File: src/hdl/fdx_pkg.sv
// ----------------------------------------------------------------------------
// fdx_pkg
// Shared types and constants for the framed xor-checksum decoder.
// ----------------------------------------------------------------------------
package fdx_pkg;

  // largest payload the buffer is built for
  localparam int MAX_PAYLOAD_DEF = 64;

  // frame start marker
  localparam logic [7:0] START_BYTE = 8'hFE;

  // limit register value after reset
  localparam logic [6:0] LIMIT_RESET = 7'd64;

  // request from the parser to the drain sequencer for one good frame
  typedef struct packed {
    logic        valid;
    logic [15:0] func;
    logic [6:0]  len;
  } drain_req_t;

endpackage

File: src/hdl/frame_decoder_xor_checksum.sv
// Results: the first result of a good frame passes the read sequencer, the
//   pending read stage and the output register once its checksum request is
//   accepted; results then follow at one per cycle while out_stall is low.
// Throughput: one received byte per cycle while parsing; stalled while draining.
// Reset: synchronous, clears parser and drain control, limit returns to 64;
//   the payload buffer is not cleared.
// ----------------------------------------------------------------------------
// frame_decoder_xor_checksum
// Start/length framed decoder with xor checksum and payload buffer.
// ----------------------------------------------------------------------------
module frame_decoder_xor_checksum #(
  parameter int MAX_PAYLOAD = fdx_pkg::MAX_PAYLOAD_DEF
) (
  input  logic        clk,
  input  logic        rst_n,
  input  logic        cfg_valid,
  output logic        cfg_ready,
  input  logic [6:0]  cfg_max_payload_length,
  input  logic        in_valid,
  output logic        in_stall,
  input  logic [7:0]  in_rx_byte,
  output logic        out_valid,
  input  logic        out_stall,
  output logic [15:0] out_function_code,
  output logic [6:0]  out_payload_length,
  output logic        out_has_payload,
  output logic [5:0]  out_byte_index,
  output logic [7:0]  out_payload_byte,
  output logic        out_last
);

  localparam int AW = (MAX_PAYLOAD > 1) ? $clog2(MAX_PAYLOAD) : 1;

  logic [6:0]          limit_r;
  logic                busy;
  logic                wr_en;
  logic [AW-1:0]       wr_addr;
  logic [7:0]          wr_data;
  logic                rd_en;
  logic [AW-1:0]       rd_addr;
  logic [7:0]          rd_data;
  fdx_pkg::drain_req_t req;

  // limit register
  assign cfg_ready = 1'b1;

  always_ff @(posedge clk) begin
    if (!rst_n) begin
      limit_r <= fdx_pkg::LIMIT_RESET;
    end else if (cfg_valid && cfg_ready) begin
      limit_r <= cfg_max_payload_length;
    end
  end

  assign in_stall = busy;

  // header parser and checksum
  fdx_parser #(
    .MAX_PAYLOAD (MAX_PAYLOAD),
    .AW          (AW)
  ) u_parser (
    .clk     (clk),
    .rst_n   (rst_n),
    .in_valid(in_valid),
    .busy    (busy),
    .rx_byte (in_rx_byte),
    .limit   (limit_r),
    .wr_en   (wr_en),
    .wr_addr (wr_addr),
    .wr_data (wr_data),
    .req     (req)
  );

  // payload buffer
  fdx_buf #(
    .DEPTH (MAX_PAYLOAD),
    .AW    (AW)
  ) u_buf (
    .clk    (clk),
    .wr_en  (wr_en),
    .wr_addr(wr_addr),
    .wr_data(wr_data),
    .rd_en  (rd_en),
    .rd_addr(rd_addr),
    .rd_data(rd_data)
  );

  // result sequencer
  fdx_drain #(
    .AW (AW)
  ) u_drain (
    .clk               (clk),
    .rst_n             (rst_n),
    .req               (req),
    .busy              (busy),
    .rd_en             (rd_en),
    .rd_addr           (rd_addr),
    .rd_data           (rd_data),
    .out_valid         (out_valid),
    .out_stall         (out_stall),
    .out_function_code (out_function_code),
    .out_payload_length(out_payload_length),
    .out_has_payload   (out_has_payload),
    .out_byte_index    (out_byte_index),
    .out_payload_byte  (out_payload_byte),
    .out_last          (out_last)
  );

endmodule

File: src/hdl/fdx_buf.sv
// ----------------------------------------------------------------------------
// fdx_buf
// Payload buffer: one write port, one registered read port.
// ----------------------------------------------------------------------------
module fdx_buf #(
  parameter int DEPTH = fdx_pkg::MAX_PAYLOAD_DEF,
  parameter int AW    = 6
) (
  input  logic          clk,
  input  logic          wr_en,
  input  logic [AW-1:0] wr_addr,
  input  logic [7:0]    wr_data,
  input  logic          rd_en,
  input  logic [AW-1:0] rd_addr,
  output logic [7:0]    rd_data
);

  logic [7:0] mem [DEPTH];
  logic [7:0] rd_data_r;

  // write port
  always_ff @(posedge clk) begin
    if (wr_en) begin
      mem[wr_addr] <= wr_data;
    end
  end

  // read port, data holds while no read is issued
  always_ff @(posedge clk) begin
    if (rd_en) begin
      rd_data_r <= mem[rd_addr];
    end
  end

  assign rd_data = rd_data_r;

endmodule

File: src/hdl/fdx_parser.sv
// ----------------------------------------------------------------------------
// fdx_parser
// Frame header parser: tracks the frame phase, the running xor and writes
// payload bytes into the buffer; issues a drain request on a good checksum.
// ----------------------------------------------------------------------------
module fdx_parser #(
  parameter int MAX_PAYLOAD = fdx_pkg::MAX_PAYLOAD_DEF,
  parameter int AW          = 6
) (
  input  logic               clk,
  input  logic               rst_n,
  input  logic               in_valid,
  input  logic               busy,
  input  logic [7:0]         rx_byte,
  input  logic [6:0]         limit,
  output logic               wr_en,
  output logic [AW-1:0]      wr_addr,
  output logic [7:0]         wr_data,
  output fdx_pkg::drain_req_t req
);

  localparam logic [6:0] MAX_LEN = 7'(MAX_PAYLOAD);

  typedef enum logic [2:0] {
    ST_WAIT,
    ST_FUNC_HI,
    ST_FUNC_LO,
    ST_LEN_HI,
    ST_LEN_LO,
    ST_DATA,
    ST_CHECK
  } phase_t;

  phase_t              state_r, state_nxt;
  logic [15:0]         func_r, func_nxt;
  logic [7:0]          len_hi_r, len_hi_nxt;
  logic [6:0]          len_r, len_nxt;
  logic [6:0]          cnt_r, cnt_nxt;
  logic [7:0]          xor_r, xor_nxt;
  fdx_pkg::drain_req_t req_r, req_nxt;

  logic        accept;
  logic [15:0] len_full;
  logic [6:0]  eff_limit;
  logic [6:0]  cnt_inc;

  assign accept    = in_valid & ~busy;
  assign len_full  = {len_hi_r, rx_byte};
  assign eff_limit = (limit > MAX_LEN) ? MAX_LEN : limit;
  assign cnt_inc   = cnt_r + 7'd1;

  // payload write into the buffer
  assign wr_en   = accept && (state_r == ST_DATA);
  assign wr_addr = cnt_r[AW-1:0];
  assign wr_data = rx_byte;

  // next-state logic
  always_comb begin
    state_nxt  = state_r;
    func_nxt   = func_r;
    len_hi_nxt = len_hi_r;
    len_nxt    = len_r;
    cnt_nxt    = cnt_r;
    xor_nxt    = xor_r;
    req_nxt    = req_r;
    req_nxt.valid = 1'b0;
    if (accept) begin
      unique case (state_r)
        ST_FUNC_HI: begin
          func_nxt  = {rx_byte, 8'd0};
          xor_nxt   = xor_r ^ rx_byte;
          state_nxt = ST_FUNC_LO;
        end
        ST_FUNC_LO: begin
          func_nxt  = {func_r[15:8], rx_byte};
          xor_nxt   = xor_r ^ rx_byte;
          state_nxt = ST_LEN_HI;
        end
        ST_LEN_HI: begin
          len_hi_nxt = rx_byte;
          xor_nxt    = xor_r ^ rx_byte;
          state_nxt  = ST_LEN_LO;
        end
        ST_LEN_LO: begin
          xor_nxt = xor_r ^ rx_byte;
          cnt_nxt = 7'd0;
          len_nxt = len_full[6:0];
          if (len_full == 16'd0) begin
            state_nxt = ST_CHECK;
          end else if (len_full > {9'd0, eff_limit}) begin
            state_nxt = ST_WAIT;
          end else begin
            state_nxt = ST_DATA;
          end
        end
        ST_DATA: begin
          cnt_nxt = cnt_inc;
          xor_nxt = xor_r ^ rx_byte;
          if (cnt_inc >= len_r) begin
            state_nxt = ST_CHECK;
          end
        end
        ST_CHECK: begin
          if (xor_r == rx_byte) begin
            req_nxt.valid = 1'b1;
            req_nxt.func  = func_r;
            req_nxt.len   = len_r;
          end
          state_nxt = ST_WAIT;
        end
        default: begin
          if (rx_byte == fdx_pkg::START_BYTE) begin
            xor_nxt   = fdx_pkg::START_BYTE;
            state_nxt = ST_FUNC_HI;
          end else begin
            state_nxt = ST_WAIT;
          end
        end
      endcase
    end
  end

  // state and registered outputs
  always_ff @(posedge clk) begin
    if (!rst_n) begin
      state_r   <= ST_WAIT;
      req_r     <= '0;
      func_r    <= '0;
      len_hi_r  <= '0;
      len_r     <= '0;
      cnt_r     <= '0;
      xor_r     <= '0;
    end else begin
      state_r   <= state_nxt;
      req_r     <= req_nxt;
      func_r    <= func_nxt;
      len_hi_r  <= len_hi_nxt;
      len_r     <= len_nxt;
      cnt_r     <= cnt_nxt;
      xor_r     <= xor_nxt;
    end
  end

  assign req = req_r;

endmodule

File: src/hdl/fdx_drain.sv
// ----------------------------------------------------------------------------
// fdx_drain
// Drain sequencer: reads a good frame's payload out of the buffer and presents
// one result per byte (one for an empty frame) through an output register.
// ----------------------------------------------------------------------------
module fdx_drain #(
  parameter int AW = 6
) (
  input  logic                clk,
  input  logic                rst_n,
  input  fdx_pkg::drain_req_t req,
  output logic                busy,
  output logic                rd_en,
  output logic [AW-1:0]       rd_addr,
  input  logic [7:0]          rd_data,
  output logic                out_valid,
  input  logic                out_stall,
  output logic [15:0]         out_function_code,
  output logic [6:0]          out_payload_length,
  output logic                out_has_payload,
  output logic [5:0]          out_byte_index,
  output logic [7:0]          out_payload_byte,
  output logic                out_last
);

  // frame being drained
  logic [6:0]  cnt_r;
  logic [5:0]  idx_r;
  logic [15:0] func_r;
  logic [6:0]  len_r;
  logic        empty_r;

  // read in flight, data sits in the buffer read register
  logic        p_r;
  logic [5:0]  p_idx_r;
  logic        p_last_r;
  logic        p_has_r;
  logic [15:0] p_func_r;
  logic [6:0]  p_len_r;

  // output register
  logic        o_valid_r;
  logic [15:0] o_func_r;
  logic [6:0]  o_len_r;
  logic        o_has_r;
  logic [5:0]  o_idx_r;
  logic [7:0]  o_byte_r;
  logic        o_last_r;

  logic o_free;
  logic load_out;
  logic p_free;
  logic issue;

  assign o_free   = ~o_valid_r | ~out_stall;
  assign load_out = p_r & o_free;
  assign p_free   = ~p_r | load_out;
  assign issue    = (cnt_r != 7'd0) & p_free;

  assign rd_en   = issue & ~empty_r;
  assign rd_addr = idx_r[AW-1:0];
  assign busy    = (cnt_r != 7'd0) | p_r | req.valid;

  // read sequencer
  always_ff @(posedge clk) begin
    if (!rst_n) begin
      cnt_r <= '0;
    end else if (req.valid) begin
      cnt_r <= (req.len == 7'd0) ? 7'd1 : req.len;
    end else if (issue) begin
      cnt_r <= cnt_r - 7'd1;
    end
  end

  always_ff @(posedge clk) begin
    if (req.valid) begin
      idx_r   <= '0;
      func_r  <= req.func;
      len_r   <= req.len;
      empty_r <= (req.len == 7'd0);
    end else if (issue) begin
      idx_r <= idx_r + 6'd1;
    end
  end

  // pending read stage
  always_ff @(posedge clk) begin
    if (!rst_n) begin
      p_r <= 1'b0;
    end else if (p_free) begin
      p_r <= issue;
    end
  end

  always_ff @(posedge clk) begin
    if (issue) begin
      p_idx_r  <= idx_r;
      p_last_r <= (cnt_r == 7'd1);
      p_has_r  <= ~empty_r;
      p_func_r <= func_r;
      p_len_r  <= len_r;
    end
  end

  // output register
  always_ff @(posedge clk) begin
    if (!rst_n) begin
      o_valid_r <= 1'b0;
    end else if (o_free) begin
      o_valid_r <= p_r;
    end
  end

  always_ff @(posedge clk) begin
    if (load_out) begin
      o_func_r <= p_func_r;
      o_len_r  <= p_len_r;
      o_has_r  <= p_has_r;
      o_idx_r  <= p_idx_r;
      o_byte_r <= p_has_r ? rd_data : 8'd0;
      o_last_r <= p_last_r;
    end
  end

  assign out_valid          = o_valid_r;
  assign out_function_code  = o_func_r;
  assign out_payload_length = o_len_r;
  assign out_has_payload    = o_has_r;
  assign out_byte_index     = o_idx_r;
  assign out_payload_byte   = o_byte_r;
  assign out_last           = o_last_r;

  // a new frame only arrives when the sequencer is idle
  a_req_idle: assert property (@(posedge clk) disable iff (!rst_n)
    req.valid |-> (cnt_r == 7'd0) && !p_r)
    else $error("drain request while previous frame still in flight");

  // the final result leaves only after every read has been issued
  a_last_done: assert property (@(posedge clk) disable iff (!rst_n)
    (load_out && p_last_r) |-> (cnt_r == 7'd0))
    else $error("last result with reads outstanding");

  // a blocked pending read keeps its buffer data
  a_pend_hold: assert property (@(posedge clk) disable iff (!rst_n)
    (p_r && !load_out) |=> p_r && $stable(rd_data))
    else $error("pending read data lost");

endmodule
File: config.mk
export PLATFORM = sky130hd
export DESIGN_NAME = frame_decoder_xor_checksum
export DESIGN_NICKNAME = d
export VERILOG_FILES = /design/src/hdl/fdx_pkg.sv /design/src/hdl/frame_decoder_xor_checksum.sv /design/src/hdl/fdx_buf.sv /design/src/hdl/fdx_parser.sv /design/src/hdl/fdx_drain.sv
export SDC_FILE = /design/constraint.sdc
export NUM_CORES = 1
export LEC_CHECK = 0
export BUFFER_PORTS_ARGS = -buffer_cell sky130_fd_sc_hd__buf_2
export CORE_ASPECT_RATIO = 0.9
export CORE_MARGIN = 2
export CORE_UTILIZATION = 58
export CTS_BUF_LIST = sky130_fd_sc_hd__clkbuf_4
export CTS_CLUSTER_DIAMETER = 60
export DETAILED_ROUTE_END_ITERATION = 12
export PLACE_DENSITY_LB_ADDON = 0.05
export SYNTH_ARGS = -nofsm -noshare
export SYNTH_HDL_FRONTEND = slang
export SYNTH_SLANG_ARGS = --single-unit
export TNS_END_PERCENT = 50
File: constraint.sdc
create_clock -name clk -period 3.5 [get_ports clk]
set_input_delay 0.35 -clock clk [delete_from_list [all_inputs] [get_ports clk]]
set_output_delay 0.35 -clock clk [all_outputs]
set_load 0.02 [all_outputs]
==> qor.txt, run 1 <==
status: complete, no violations
worst hold path type: input pin to flip-flop
row count: 75
number of nets with antenna violations after routing: 0
CTS root buffer: clkbuf_4
Tcrit/Tclk final: 0.855
port bufs: 60
Reg2Reg Setup Slack: 510 ps
crit path kind: flip-flop to flip-flop
largest family of logic cells by synthesized area: multiplexers
most frequent cells in the layout: edfxtp_1 (614), clkbuf_4 (247), nor2_1 (143), buf_4 (117), mux4_2 (110)
Yosys warning count: 0
final WL: 64,300 um
sequential area share after synthesis: 0.740
largest net degree at the start of global routing: 69
top cell family by delay on the critical path: simple AND/OR/NAND/NOR gates
Fin Clk Skew: 60.2 ps
startpoint types: flip-flop
Post-synth EDFFs: 614
Avg WL per Cell: 24.6 um
final setup fails: 0
TritonCTS buffer count: 173
minimum clock period after layout: 2990 ps
CP cell instances: inv_1 -> ha_1 -> nor3b_4 -> nand4_4 -> buf_4 -> or3_1 -> nor2_1 -> buf_4
Synth Cell Area: 0.0275 mm^2
Synth Area in Adders: 0.00819
CTS Sinks: 709
I/O pin total: 62
clk slew on worst S/H paths: 70 ps
Syn Inst Count: 1,585
crit path DAT: 3710 ps
top-area cell type share of the netlist area: 0.671
pwr/cell area: 703 mW/mm^2
cell repeated most along the worst path: buf_4
fill cell count: 3,208
placed cells: 2,295
maximum single-stage delay on the critical path: 640 ps
CTS tree: built
leakage power: 10.5 nW
Primary FF master, synth: edfxtp_1
final core occ: 0.676
Post-Layout Cell Count: 2,616
setup TNS: 0 ps
Multi-input gate area: 0.00664 mm^2
max cap viols: 0
mux contribution to synthesized area: 0.124
Yosys reg bits: 709
first-pass GRT wire length: 95,700 um
Critical Path Fanout Max: 15
worst skew pair latency: 1030 ps
initial antenna violation count: 2
H-tree Lvls: 4
Clock Tree Buf Depth: 3
CP max-delay cell: or3_1
die height: 211 um
Buf+Inv Stages, Crit Path: 3
Compound-Gate Fraction of Synth Area: 0.0436
synth top area cells: edfxtp_1 (67%), mux4_2 (9.0%), dfxtp_1 (6.9%), mux2i_1 (3.3%), nor2_1 (2.0%)
GRT Overall Usage: 0.273
Peak Freq: 334 MHz
total die area: 0.0492 mm^2
RSZ-0062 raised after global routing: no
syn nets: 1,623
Die Span X: 233 um
peak supply drop: 0.434 mV
Slew headroom: 0.194
Yosys cell types: 61
async set or reset register ratio after synthesis: 0
vias per inst: 5.92
final hold violations: 0
starting density of the core: 0.588
via count: 15,500
final instance area: 0.0316 mm^2
vias in the first global route: 15,500
Worst EP required: 4220 ps
Critical Path End Type: flip-flop
share of layout cells above drive strength 1: 0.287
Slew @ Worst Pin: 1210 ps
Placer Congestion: 0.849
Avg Cell Area, Syn: 17.3 um^2
area grow syn2layout: 14.9%
core area: 0.0467 mm^2
Detail Placement HPWL: 40,000 um
# Post-CTS Setup Buffers: 0
DRT Pass-1 Iters: 5
drt first-iter violations: 1,486
top cell type by total area after synthesis: edfxtp_1
Layout Nets: 1,919
Storage cell area: 0.0203 mm^2
# DRC: 0
Pins Over Slew Limit: 0
simple-gate share of the synthesized area: 0.0585
Placed Area: 0.0291 mm^2
commonest non-fill, non-tap cell in the layout: edfxtp_1
XOR/XNOR share of the synthesized area: 0.00669
GRT overflow: 0
-- stage by stage --
stage               power, W  setup WS [ps]  hold slack [ps]
finish                0.0222            506              211
CTS                   0.0224            480              127
global route          0.0232            358              219
detailed placement    0.0156            539              405
global placement      0.0155            620              401
floorplan             0.0137            790              400
-- worst paths after layout --
kind                                      endpoint  cells past startpoint              from
worst max-delay path              u_buf.mem[31][3]                      8  u_drain.cnt_r[0]
worst min-delay path             u_drain.out_valid                      4         out_stall
worst max register to register    u_buf.mem[31][3]                      8  u_drain.cnt_r[0]
worst min register to register  u_drain.p_len_r[3]                      0  u_drain.len_r[3]
-- worst register-to-register path: stages (launching register included) --
cell and delay (ps):
dfxtp_1 360, inv_1 80, ha_1 190, nor3b_4 380, nand4_4 170, buf_4 240
or3_1 640, nor2_1 430, buf_4 210
-- cell families after synthesis --
family	Yosys count
flip-flops	709
AND/OR/NAND/NOR	337
multiplexers	202
AO/OA/AOI/OAI	187
buffers and inverters	110
XOR/XNOR	21
adder cells (fa/ha/maj)	18
other	1
-- area by class of cell --
| type | instances | share of cell area |
|---|---|---|
| repair buffers | 209 | 0.0490 |
| well taps | 616 | 0.0244 |
| inverters | 22 | 0.00261 |
| diodes | 6 | 0.000475 |
| multi-input cells | 766 | 0.210 |
| flip-flops and latches | 709 | 0.644 |
| clock inverters | 41 | 0.0102 |
| clock buffers | 247 | 0.0587 |
-- synthesized netlist by cell type, types with 7 or more instances --
cell and n:
buf_4 11, and2_1 12, clkbuf_1 42, o22ai_1 13, a21oi_1 54, ha_1 18, mux4_2 110, xor2_1 9
xnor2_1 12, buf_2 22, nor2b_1 17, mux2i_1 91, a211oi_1 17, o21ai_0 33, inv_1 22, a22oi_1 28
edfxtp_1 614, nor3_1 7, dfxtp_1 95, nor2_1 143, buf_1 7, nand2_1 70, nand3_1 37
-- registers in the layout, summed over array words and instances (netlist names), 16 cells and up --
register,cells
u_buf.mem,512
u_drain.func_r,16
u_drain.out_function_code,16
u_drain.p_func_r,16
u_parser.func_r,16
u_parser.req,24
-- per-layer routing --
metal,part of all wire,track usage,vias up
met3,0.093,0.0737,102
met5,0,0,-
li1,-,-,6927
met4,0.024,0.112,0
met1,0.43,0.396,7743
met2,0.45,0.398,713
-- power breakdown --
group,switching [W],internal [W],total (W)
sequential,0.000396,0.00961,0.0100
combinational,0.00308,0.00232,0.00540
clock,0.00314,0.00365,0.00680
total,0.00662,0.0156,0.0222
-- repair_timing --
| action | in CTS | in global routing |
|---|---|---|
| hold endpoints to repair | 128 | 0 |
| resized for setup | 0 | 0 |
| hold buffers | 27 | 0 |
Power figures use the tool's default switching activity.
==> run 2: changes to the inputs <==
CORE_UTILIZATION = 65   (was 58)
CTS_CLUSTER_SIZE = 28   (was default)
clock period = 3.6 ns   (was 3.5 ns; I/O delays follow)
==> run 2 against run 1 <==
Against the previous run: maximum frequency down 0.55%; count of clock-buffer cells in the layout shrank 204; global-route usage increased by 2.1 points; utilization increased by 4.0 points; die area is 11% lower; critical endpoint is now u_buf.mem[9][6].
==> qor.txt, run 2 (synthesized netlist as in run 1, its figures left out) <==
Psw: 0.00593 W
Critical Path End Type: flip-flop
startpoint types: flip-flop
Placed Area: 0.0290 mm^2
H-tree Lvls: 2
starting density of the core: 0.658
final WL: 62,200 um
port bufs: 60
TritonCTS buffer count: 38
number of nets with antenna violations after routing: 0
Clock Tree Buf Depth: 3
area grow syn2layout: 8.77%
# DRC: 0
initial antenna violation count: 4
clk slew on worst S/H paths: 250 ps
met2 GRT Util: 0.443
drt first-iter violations: 1,799
Largest Register: u_buf.mem
final instance area: 0.0299 mm^2
share of layout cells above drive strength 1: 0.211
Layout Nets: 1,774
largest net degree at the start of global routing: 67
Peak Freq: 332 MHz
core area: 0.0418 mm^2
pwr/cell area: 618 mW/mm^2
GRT Overall Usage: 0.294
clock power share: 0.188
peak supply drop: 0.411 mV
I/O pin total: 62
fill cell count: 2,654
met3 usage: 0.0664
max reg flops: 512
GR peak layer: met2
Logic pwr share: 0.288
crit path DAT: 3620 ps
Placer Congestion: 0.861
Critical Path Fanout Max: 8
CTS tree: built
die height: 199 um
# Post-CTS Setup Buffers: 0
P_int: 0.0126 W
Reg power frac: 0.523
Avg WL per Cell: 26.9 um
vias in the first global route: 14,300
vias per inst: 6.41
Detail Placement HPWL: 40,400 um
Fin Clk Skew: 58.8 ps
worst skew pair latency: 900 ps
Slew headroom: 0.386
crit path kind: flip-flop to flip-flop
PostCTS Resize Cnt: 0
Die Span X: 221 um
DRT Pass-1 Iters: 5
final hold violations: 0
RSZ-0062 raised after global routing: no
CTS root buffer: clkbuf_4
sw frac: 0.321
Slew @ Worst Pin: 918 ps
leakage power: 9.54 nW
status: complete, no violations
total die area: 0.0440 mm^2
row count: 71
GRT overflow: 0
Tcrit/Tclk final: 0.836
first-pass GRT wire length: 92,200 um
CTS Sinks: 709
Pins Over Slew Limit: 0
final setup fails: 0
met1 Track Usage GR: 0.442
worst hold path type: input pin to flip-flop
Worst EP required: 4210 ps
most frequent cells in the layout: edfxtp_1 (614), nor2_1 (143), mux4_2 (110), buf_4 (108), dfxtp_1 (92)
minimum clock period after layout: 3010 ps
setup TNS: 0 ps
max cap viols: 0
via count: 14,800
commonest non-fill, non-tap cell in the layout: edfxtp_1
-- run 2: changes by cell type in the layout (fill, tap and decap cells not counted), sizes merged --
cell | before | now
buf | 182 | 173
bufinv | 6 | 3
dlygate4sd3 | 27 | 26
inv | 24 | 32
clkbuf | 247 | 43
clkinv | 32 | 12
diode | 6 | 3
-- run 2: final timing paths --
check	cells after the start	slack, ps	endpoint	startpoint
worst max-delay path	8	590	u_buf.mem[9][6]	u_drain.cnt_r[0]
worst min-delay path	4	380	u_parser.len_hi_r[3]	in_rx_byte[3]
worst max register to register	8	590	u_buf.mem[9][6]	u_drain.cnt_r[0]
worst min register to register	0	440	u_drain.out_payload_length[0]	u_drain.p_len_r[0]
-- run 2: routing by layer --
metal,part of all wire,up-vias,routed length [um]
met5,0.00021,-,13
met4,0.026,2,1590
met3,0.099,85,6150
met2,0.46,768,28600
met1,0.42,7479,25800
li1,-,6511,-
-- run 2: layout make-up --
cell class / count / area, um^2 / area share
diodes: 3 / 7.51 / 0.000251
flip-flops and latches: 709 / 20300 / 0.681
multi-input cells: 766 / 6640 / 0.222
well taps: 547 / 684 / 0.0229
inverters: 22 / 82.6 / 0.00276
clock buffers: 43 / 323 / 0.0108
repair buffers: 199 / 1470 / 0.0492
clock inverters: 26 / 338 / 0.0113
-- run 2: worst max-delay path, stage by stage (launching register included) --
cell	delay (ps)
dfxtp_1	410
inv_1	70
ha_1	200
nor3b_4	390
nand4_4	230
nor2_1	240
nand3_1	710
nor2_1	300
buf_4	210
-- run 2: repair_timing --
| item | 4_1_cts | 5_1_grt |
|---|---|---|
| endpoints found under the hold margin | 77 | 0 |
| hold buffers | 26 | 0 |
| setup endpoints to repair | 0 | 0 |
-- run 2: power by group through the flow --
stage	Clock [W]	Combinational (W)	Sequential, W
4_1_cts	0.00353	0.00530	0.00968
3_5_place_dp	0	0.00527	0.00986
5_1_grt	0.00379	0.00566	0.00972
6_report	0.00348	0.00533	0.00968
2_1_floorplan	0	0.00359	0.00970
3_3_place_gp	0	0.00520	0.00986
-- run 2: per-stage QoR --
step | total power [W] | cells | hold slack [ps] | utilization | setup WS [ps]
global placement | 0.0151 | 2217 | 400 | 0.694 | 725
global route | 0.0192 | 2315 | 347 | 0.716 | 375
floorplan | 0.0133 | 1585 | 400 | - | 890
detailed placement | 0.0151 | 2217 | 405 | 0.694 | 651
CTS | 0.0185 | 2312 | 299 | 0.716 | 616
finish | 0.0185 | 2315 | 380 | 0.716 | 590
